[src/rtl/core/slbc_pkg.sv]
`default_nettype none

package slbc_pkg;

    localparam int DUTY_W     = 7;
    localparam int FRAC_W     = 16;
    localparam int COUNT_W    = 8;
    localparam int PCT_W      = 7;
    localparam int STATE_W    = 4;
    localparam int LEDS_W     = 3;
    localparam int MASK_W     = 3;
    localparam int CFG_ADDR_W = 2;
    localparam int CFG_DATA_W = 8;
    localparam int IN_DATA_W  = 16;
    localparam int OUT_DATA_W = 24;
    localparam int LUT_DEPTH  = 2 ** DUTY_W;

    localparam logic [DUTY_W-1:0]  DUTY_TOP           = 7'd100;
    localparam logic [DUTY_W-1:0]  DUTY_STEP          = 7'd2;
    localparam logic [STATE_W-1:0] BLINK_IMMUNE_STATE = 4'd3;

    localparam logic [COUNT_W-1:0] HOLD_TICKS_RST     = 8'd50;
    localparam logic [COUNT_W-1:0] REFRESH_PERIOD_RST = 8'd10;
    localparam logic [PCT_W-1:0]   LOW_LEVEL_RST      = 7'd10;
    localparam logic [PCT_W-1:0]   MID_LEVEL_RST      = 7'd30;
    localparam logic [COUNT_W-1:0] REFRESH_COUNT_RST  = 8'd1;

    localparam logic [LEDS_W-1:0] LEDS_OFF    = 3'h0;
    localparam logic [LEDS_W-1:0] LEDS_RED    = 3'h4;
    localparam logic [LEDS_W-1:0] LEDS_YELLOW = 3'h6;
    localparam logic [LEDS_W-1:0] LEDS_GREEN  = 3'h2;

    typedef enum logic [CFG_ADDR_W-1:0] {
        CFG_HOLD_TICKS     = 2'd0,
        CFG_REFRESH_PERIOD = 2'd1,
        CFG_LOW_LEVEL      = 2'd2,
        CFG_MID_LEVEL      = 2'd3
    } t_cfg_reg;

    typedef logic [FRAC_W-1:0] t_frac_lut [LUT_DEPTH];

    // Duty percent to 16-bit fraction, (duty*65536-1)/100 and zero for zero duty.
    function automatic t_frac_lut build_frac_lut();
        t_frac_lut   lut;
        logic [31:0] num;
        for (int i = 0; i < LUT_DEPTH; i++) begin
            num = 32'(i) * 32'd65536 - 32'd1;
            lut[i] = (i == 0) ? '0 : FRAC_W'(num / DUTY_TOP);
        end
        return lut;
    endfunction

endpackage

`default_nettype wire

[src/rtl/core/status_led_breathing_controller.sv]
// The result of an input transfer is on the output register in the next cycle.
// Throughput: one tick per cycle; a new tick is taken while the previous result
// waits, as long as the output register is empty or being drained that cycle.
// Reset (synchronous, active low) restores the configuration and counter reset
// values and empties the output register.
`default_nettype none

module status_led_breathing_controller (
    input  wire logic        i_clk,
    input  wire logic        i_rst_n,
    // Configuration write port.
    input  wire logic        i_cfg_we,
    input  wire logic [slbc_pkg::CFG_ADDR_W-1:0] i_cfg_addr,
    input  wire logic [slbc_pkg::CFG_DATA_W-1:0] i_cfg_data,
    // Tick stream in.
    input  wire logic        i_s_axis_tvalid,
    output logic             o_s_axis_tready,
    // tdata: bt_connected[0], wifi_link[1], battery_valid[2], battery_percent[9:3],
    // cable_connected[10], battery_state[14:11], zero pad[15]
    input  wire logic [slbc_pkg::IN_DATA_W-1:0]  i_s_axis_tdata,
    // Result stream out.
    output logic             o_m_axis_tvalid,
    input  wire logic        i_m_axis_tready,
    // tdata: effect_update[0], channel_mask[3:1], duty_fraction[19:4],
    // status_update[20], status_leds[23:21]
    output logic [slbc_pkg::OUT_DATA_W-1:0]      o_m_axis_tdata
);

    localparam slbc_pkg::t_frac_lut FracLut = slbc_pkg::build_frac_lut();

    // Configuration registers.
    logic [slbc_pkg::COUNT_W-1:0] r_hold_ticks;
    logic [slbc_pkg::COUNT_W-1:0] r_refresh_period;
    logic [slbc_pkg::PCT_W-1:0]   r_low_level;
    logic [slbc_pkg::PCT_W-1:0]   r_mid_level;

    // Tick state.
    logic [slbc_pkg::COUNT_W-1:0] r_hold_count,    n_hold_count;
    logic [slbc_pkg::DUTY_W-1:0]  r_duty_level,    n_duty_level;
    logic                         r_ramp_up,       n_ramp_up;
    logic [slbc_pkg::COUNT_W-1:0] r_refresh_count, n_refresh_count;
    logic                         r_blink_phase,   n_blink_phase;

    // Output register.
    logic                            r_out_valid;
    logic [slbc_pkg::OUT_DATA_W-1:0] r_out_data, n_out_data;

    logic                          in_accept;
    logic                          in_bt;
    logic                          in_wifi;
    logic                          in_valid;
    logic [slbc_pkg::PCT_W-1:0]    in_pct;
    logic                          in_cable;
    logic [slbc_pkg::STATE_W-1:0]  in_bstate;

    logic                          eff_upd;
    logic [slbc_pkg::MASK_W-1:0]   mask;
    logic [slbc_pkg::FRAC_W-1:0]   frac;
    logic                          st_upd;
    logic [slbc_pkg::LEDS_W-1:0]   leds;
    logic [slbc_pkg::LEDS_W-1:0]   colour;
    logic [slbc_pkg::COUNT_W-1:0]  refresh_dec;

    assign o_s_axis_tready = !r_out_valid || i_m_axis_tready;
    assign in_accept       = i_s_axis_tvalid && o_s_axis_tready;
    assign o_m_axis_tvalid = r_out_valid;
    assign o_m_axis_tdata  = r_out_data;

    assign in_bt     = i_s_axis_tdata[0];
    assign in_wifi   = i_s_axis_tdata[1];
    assign in_valid  = i_s_axis_tdata[2];
    assign in_pct    = i_s_axis_tdata[9:3];
    assign in_cable  = i_s_axis_tdata[10];
    assign in_bstate = i_s_axis_tdata[14:11];

    // Breathing effect: the duty reverses at either end of the triangle.
    always_comb begin
        n_hold_count = r_hold_count;
        n_duty_level = r_duty_level;
        n_ramp_up    = r_ramp_up;
        eff_upd      = 1'b0;
        mask         = '0;
        frac         = '0;
        if (r_hold_count == '0) begin
            if (r_duty_level == '0 || r_duty_level == slbc_pkg::DUTY_TOP) begin
                n_ramp_up = !r_ramp_up;
            end
            if (n_ramp_up) begin
                n_duty_level = r_duty_level + slbc_pkg::DUTY_STEP;
            end else if (r_duty_level >= slbc_pkg::DUTY_STEP) begin
                n_duty_level = r_duty_level - slbc_pkg::DUTY_STEP;
            end else begin
                n_duty_level = '0;
            end
            eff_upd = 1'b1;
            mask    = {1'b1, in_wifi, in_bt};
            frac    = FracLut[n_duty_level];
            if (n_duty_level == '0) begin
                n_hold_count = r_hold_ticks;
            end
        end else begin
            n_hold_count = r_hold_count - 1'b1;
        end
    end

    // Battery LED set: a refresh period of zero wraps the counter to 256 ticks.
    always_comb begin
        refresh_dec     = r_refresh_count - 1'b1;
        n_refresh_count = refresh_dec;
        n_blink_phase   = r_blink_phase;
        st_upd          = 1'b0;
        leds            = slbc_pkg::LEDS_OFF;
        if (in_pct < r_low_level) begin
            colour = slbc_pkg::LEDS_RED;
        end else if (in_pct < r_mid_level) begin
            colour = slbc_pkg::LEDS_YELLOW;
        end else begin
            colour = slbc_pkg::LEDS_GREEN;
        end
        if (refresh_dec == '0) begin
            n_refresh_count = r_refresh_period;
            st_upd          = 1'b1;
            if (!in_valid) begin
                leds = slbc_pkg::LEDS_YELLOW;
            end else if (r_blink_phase && in_cable &&
                         in_bstate != slbc_pkg::BLINK_IMMUNE_STATE) begin
                leds          = slbc_pkg::LEDS_OFF;
                n_blink_phase = 1'b0;
            end else begin
                leds          = colour;
                n_blink_phase = 1'b1;
            end
        end
    end

    assign n_out_data = {leds, st_upd, frac, mask, eff_upd};

    always_ff @(posedge i_clk) begin
        if (!i_rst_n) begin
            r_hold_ticks     <= slbc_pkg::HOLD_TICKS_RST;
            r_refresh_period <= slbc_pkg::REFRESH_PERIOD_RST;
            r_low_level      <= slbc_pkg::LOW_LEVEL_RST;
            r_mid_level      <= slbc_pkg::MID_LEVEL_RST;
        end else if (i_cfg_we) begin
            case (slbc_pkg::t_cfg_reg'(i_cfg_addr))
                slbc_pkg::CFG_HOLD_TICKS: begin
                    r_hold_ticks <= i_cfg_data;
                end
                slbc_pkg::CFG_REFRESH_PERIOD: begin
                    r_refresh_period <= i_cfg_data;
                end
                slbc_pkg::CFG_LOW_LEVEL: begin
                    r_low_level <= i_cfg_data[slbc_pkg::PCT_W-1:0];
                end
                slbc_pkg::CFG_MID_LEVEL: begin
                    r_mid_level <= i_cfg_data[slbc_pkg::PCT_W-1:0];
                end
                default: begin
                end
            endcase
        end
    end

    always_ff @(posedge i_clk) begin
        if (!i_rst_n) begin
            r_hold_count    <= slbc_pkg::HOLD_TICKS_RST;
            r_duty_level    <= slbc_pkg::DUTY_TOP;
            r_ramp_up       <= 1'b1;
            r_refresh_count <= slbc_pkg::REFRESH_COUNT_RST;
            r_blink_phase   <= 1'b0;
            r_out_valid     <= 1'b0;
        end else if (in_accept) begin
            r_hold_count    <= n_hold_count;
            r_duty_level    <= n_duty_level;
            r_ramp_up       <= n_ramp_up;
            r_refresh_count <= n_refresh_count;
            r_blink_phase   <= n_blink_phase;
            r_out_valid     <= 1'b1;
        end else if (i_m_axis_tready) begin
            r_out_valid <= 1'b0;
        end
    end

    always_ff @(posedge i_clk) begin
        if (in_accept) begin
            r_out_data <= n_out_data;
        end
    end

endmodule

`default_nettype wire

[config.mk]
export PLATFORM = sky130hd
export DESIGN_NAME = status_led_breathing_controller
export DESIGN_NICKNAME = d
export VERILOG_FILES = /design/src/rtl/core/slbc_pkg.sv /design/src/rtl/core/status_led_breathing_controller.sv
export SDC_FILE = /design/constraint.sdc
export NUM_CORES = 1
export LEC_CHECK = 0
export ABC_AREA = 1
export BUFFER_PORTS_ARGS = -buffer_cell sky130_fd_sc_hd__buf_4
export CAP_MARGIN = 20
export CORE_MARGIN = 8
export CORE_UTILIZATION = 55
export DETAILED_ROUTE_END_ITERATION = 10
export PLACE_DENSITY = 0.79
export SLEW_MARGIN = 20
export SYNTH_ARGS = -nofsm -noshare
export SYNTH_HDL_FRONTEND = slang
export SYNTH_SLANG_ARGS = --single-unit
[constraint.sdc]
create_clock -name i_clk -period 2.7 [get_ports i_clk]
set_input_delay 0.135 -clock i_clk [delete_from_list [all_inputs] [get_ports i_clk]]
set_output_delay 0.135 -clock i_clk [all_outputs]
set_load 0.01 [all_outputs]
* Word level (Yosys, flattened, before mapping)
Memory sizes are Yosys's and may differ from the RTL's. A register that Yosys moved wholly into a read port is not among the register bits. Cells that the tools add are included.
Word-level totals: memories 1, bits in registers 80, input bits 31, bits in read-only memories 2048
Cells by class: $add $sub $neg 4, eq/ne operators 6, reductions and logical operators 22, order comparisons 4, bitwise operators 3, mux-type cells 20
Memory list:
- (name not given) | depth 128, bits a word 16, rd ports 1, clocked after Yosys merged registers in 1, wr ports 0, line status_led_breathing_controller.sv:97 | frac = FracLut[n_duty_level];
Operators by type and width (number):
- $mux 16 | 2
- $mux 8 | 3
- $mux 7 | 3
- $logic_not 8->1 | 2
- $sub 8x1->8 const B | 2
- $mux 3 | 5
- $logic_not 7->1 | 2
- $lt 7x7->1 | 2
- $reduce_and 2->1 | 6
- $ge 8x8->1 const B | 1
- $not 7->8 | 1
- $add 7x2->7 const B | 1
- $eq 7x7->1 const B | 1
- $ge 7x2->1 const B | 1
- $mux 1 | 7
- $sub 7x2->7 const B | 1
- $eq 2x2->1 const B | 2
- $ne 4x2->1 const B | 1
- $reduce_or 4->1 | 1
- $logic_and 1x1->1 | 3
- $logic_not 1->1 | 3
- $reduce_and 3->1 | 1
- $eq 2x1->1 const B | 1
- $logic_not 2->1 | 1
- other kinds (4) | 6

* Depth between registers and ports, before layout
word-level depth 10, gate-level depth with buffers 23

* Worst setup path before layout
No wires, ideal clock.
path kind register -> register, from reg r_duty_level[1] (netlist bit), to reg r_out_data (netlist bit o_m_axis_tdata[14]) (data pin), arrival 2.509 ns, clock period less this slack 2.761 ns, path slack -0.061 ns, buffers on the path 1, setup time 0.252 ns, cell stages (with the launch flop) 24, path through dfxtp_1 -> buf_6 -> inv_6 -> nand2_2 -> nor2_1 -> nand2_2 -> nand2_2 -> nand2_2 -> nand2_4 -> nand2_1 -> nand2_2 -> inv_1 -> ha_1 -> inv_1 -> nand2_1 -> nand2_1 -> nand2_1 -> nand2_1 -> nand2_1 -> nand3_1 -> nand2_1 -> nand2_1 -> nand2_1 -> nor2_1
On the way: longest elaborated chain between the ends 7, elaborated cells on any way between the ends 12, classes of those cells 2 x add/sub; 1 x order compare; 1 x eq/ne; 5 x mux; 1 x bitwise; 2 x reduce/logical
RTL lines:
- from (decl) | line status_led_breathing_controller.sv:39 | logic [slbc_pkg::DUTY_W-1:0] r_duty_level, n_duty_level;
- from (signal assigned) | line status_led_breathing_controller.sv:167 | r_duty_level <= slbc_pkg::DUTY_TOP;
- from (signal assigned) | line status_led_breathing_controller.sv:174 | r_duty_level <= n_duty_level;
- branches (longest 4 deep; another with $sub 7x2->7)
- $mux 7 * | line status_led_breathing_controller.sv:88 | if (n_ramp_up) begin
- $mux 7 * | line status_led_breathing_controller.sv:84 | if (r_hold_count == '0) begin
- $not 7->8 (implied by the code) * | line status_led_breathing_controller.sv:97
- to (decl) | line status_led_breathing_controller.sv:46 | logic [slbc_pkg::OUT_DATA_W-1:0] r_out_data, n_out_data;
Mark *: on every way between the ends. The select of a mux whose other input is x is not followed. A chain may end at the register's enable or synchronous reset.

* Worst setup path in the final report
from reg r_duty_level[1] (netlist bit), to reg r_hold_count[3] (netlist bit)
On the way: longest elaborated chain between the ends 9, elaborated cells on any way between the ends 14, classes of those cells 2 x add/sub; 1 x order compare; 2 x eq/ne; 5 x mux; 4 x reduce/logical
RTL lines:
- branches (longest 4 deep; another with $sub 7x2->7)
- $mux 7 * | line status_led_breathing_controller.sv:88
- $mux 7 * | line status_led_breathing_controller.sv:84
- $logic_not 7->1 * | line status_led_breathing_controller.sv:98 | if (n_duty_level == '0) begin
- $ne 2x1->1 (no source line) *
- $reduce_and 2->1 (no source line) *
- to (signal assigned) | line status_led_breathing_controller.sv:166 | r_hold_count <= slbc_pkg::HOLD_TICKS_RST;
- to (signal assigned) | line status_led_breathing_controller.sv:173 | r_hold_count <= n_hold_count;
- to (decl) | line status_led_breathing_controller.sv:38 | logic [slbc_pkg::COUNT_W-1:0] r_hold_count, n_hold_count;
Marked as above.

==> metrics.cfg <==
[clock_tree]
cts_tree = yes
worst_skew_pair.late_latency_ps = 370
cts-root-buf = clkbuf_8
clkTransAtPathRegs_ps = 90
cts_sinks = 78
htreeDepth = 3
cts_buffer_depth = 2
numCtsBuffers = 9

[floorplanning]
placementRows = 38
coreArea_mm2 = 0.0109
start_util_pct = 56.8
dieArea_mm2 = 0.0149
ios = 57
die_x_um = 122
die_y_um = 122

[sta]
finalSetupViolations = 0
setup_tns_ps = 0
hold_viol_final = 0
min_period_ps = 2580
slew_violations = 0
slew_headroom_pct = 44.0
min_period_over_period_pct = 95.6
tightest_slew_ps = 834
final.setup.worst_slack_ps = 120
max_freq_mhz = 388
finalClockSkew_ps = 12.3

[final_layout]
layout-area-overhead-vs-synth_pct = 18.6
stdcell_count = 1198
regArea_mm2 = 0.00178
finalNetCount = 1113
multi_input_area_mm2 = 0.00396
drive_gt1_share_pct = 19.7
final_util_pct = 67.3
final_area_mm2 = 0.00733
diodes = 0
nFillCells = 998

[placement]
dp_hpwl_um = 12900
gp_congestion = 0.980
placed_cell_area_mm2 = 0.00692
port_buffers = 54
dp_cells = 1175
dpl_worst_slack_ps = 20.6

[grt]
antenna_found_initial = 0
grt_pass1_vias = 6210
grt_start_max_net_pins = 42
grt_first_pass_wirelength_um = 29100
grtUsageTotal_pct = 23.9
gr-total-overflow = 0

[drt]
drtPass1Iterations = 7
num_vias = 6754
vias_per_cell = 5.64
drtAntennaViolNets = 0
route.detailed.drc = 0
drt_iter0_drc = 590
wl_per_cell_um = 15.0
wl_um = 18000

[power_and_ir_drop]
ir_drop_uv = 326
p_per_area_mw_per_mm2 = 384
swShare_pct = 31.3
p_comb_share_pct = 20.5
p_clk_share_pct = 33.2
seq_power_share_pct = 46.4
internal_power_w = 0.00193
leakagePower_nw = 3.61
p_switching_w = 0.000880

[synth]
synth_cell_types = 39
postSynthCellCount = 972
yosys_warnings = 0
yosysSeqAreaShare_pct = 28.8
synth_area_leaders = nand2_1 (18%), dfxtp_1 (18%), edfxtp_1 (11%)
yosysTopAreaCell = nand2_1
syn_nets = 1032
ys_ff_latch = 78
yosys_most_used_dff = dfxtp_1
synth_area_mm2 = 0.00618
synth_edf_count = 22
synth.avg_cell_area_um2 = 6.36
async_flop_share_pct = 0
yosysTopAreaCellShare_pct = 18.2

[critical_path]
critPathCaptureType = flip-flop
cp_data_arrival_time_ps = 2880
start_kind = flip-flop
worstPathRequired_ps = 3000
path_max_fanout = 15
crit_type = reg -> reg

[worst_hold_path]
hp-class = in -> reg

[job]
maxCapViolations = 0

[outcome]
status = finished clean

metrics by stage:
stage / hold slack, ps / power (W)
floorplan: 261 / 0.00171
global placement: 377 / 0.00188
detailed placement: 384 / 0.00189
CTS: 18.1 / 0.00280
global route: 20.1 / 0.00295
finish: 27.9 / 0.00281
layer usage:
layer / vias to the layer above / GRT usage [%] / routed length (um)
met1: 3015 / 29.2 / 7490
met4: 0 / 11.1 / 592
met2: 327 / 39.9 / 8450
li1: 3361 / - / -
met3: 51 / 4.30 / 1480
met5: - / 0 / 0
registers in the layout, indices dropped and copies added (netlist names):
name / count
r_refresh_period: 8
r_blink_phase: 1
o_m_axis_tvalid: 1
r_hold_count: 8
r_low_level: 7
r_ramp_up: 1
o_m_axis_tdata: 22
r_refresh_count: 8
r_mid_level: 7
r_duty_level: 7
r_hold_ticks: 8
worst max-delay path, stage by stage, from the launching register on:
cell     delay (ps)
dfxtp_1         360
inv_6            80
ha_1            210
nand3_1         100
nor2_2          190
buf_4           150
a21oi_1          30
nand2_1         100
nand2_4         160
inv_2           280
nand3_1         170
o21ai_4         230
nand2_4         130
inv_2           120
nand2_1          60
a21oi_1         120
layout by cell type (no fill, tap or decap), drive strengths merged, types with 3 or more instances in the layout:
master | Yosys | layout
a211oi | 3 | 3
o211ai | 10 | 10
inv | 87 | 88
nand3 | 120 | 120
dfxtp | 56 | 56
buf | 31 | 111
xor2 | 11 | 11
a21oi | 74 | 74
nand2 | 324 | 324
edfxtp | 22 | 22
o21ai | 64 | 64
clkinv | 2 | 5
nor2 | 92 | 92
ha | 29 | 29
clkbuf | 11 | 10
nor3 | 9 | 9
a31oi | 8 | 8
nand4 | 10 | 10
power by group through the flow:
stage	clock (W)	sequential (W)	combinational [W]
after floorplan	0	0.00133	0.000373
after global placement	0	0.00133	0.000550
after detailed placement	0	0.00133	0.000557
after CTS	0.000939	0.00130	0.000561
after global routing	0.000984	0.00131	0.000648
final	0.000933	0.00130	0.000575
logic make-up after synthesis:
kind of cell	after synthesis	synth area share, %
AO/OA/AOI/OAI	163	14.5
flip-flops	78	28.8
XOR/XNOR	13	1.84
adder cells (fa/ha/maj)	29	5.87
buffers and inverters	131	9.69
other	1	0.0607
AND/OR/NAND/NOR	557	39.2
what timing repair did:
action	in CTS	in global routing
setup endpoints to repair	2	29
setup buffers	0	6
cloned	0	0
gates resized for setup	1	39
hold buffers	1	0
hold endpoints to repair	1	0
pin swaps	0	4
synth_stat cells (8+ instances only):
master / n
a21oi_1: 73
a31oi_1: 8
buf_2: 14
buf_4: 11
clkbuf_1: 11
dfxtp_1: 56
edfxtp_1: 22
ha_1: 29
inv_1: 74
inv_2: 10
nand2_1: 300
nand2_2: 15
nand2_4: 9
nand3_1: 115
nand4_1: 10
nor2_1: 87
nor3_1: 9
o211ai_1: 10
o21ai_0: 50
o21ai_1: 11
xor2_1: 11
layout make-up:
cell class,count,area share [%]
multi-input combinational,763,54.0
tap,140,2.39
timing repair buffer,112,11.8
sequential,78,24.3
clock buffer,10,1.74
clock inverter,6,0.939
inverter,89,4.73
path summary, 6_finish.rpt:
kind | startpoint | to | slack (ps) | cells after the start
setup / recovery | r_duty_level[1]$_SDFFE_PN0P_ | r_hold_count[3]$_SDFFE_PN0P_ | 120 | 15
hold / removal | i_cfg_data[4] | r_mid_level[4]$_SDFFE_PN1P_ | 30 | 3
setup reg to reg | r_duty_level[1]$_SDFFE_PN0P_ | r_hold_count[3]$_SDFFE_PN0P_ | 120 | 15
hold reg to reg | r_blink_phase$_SDFFE_PN0P_ | r_blink_phase$_SDFFE_PN0P_ | 460 | 2
No activity file was read; power rests on OpenSTA's default activity.
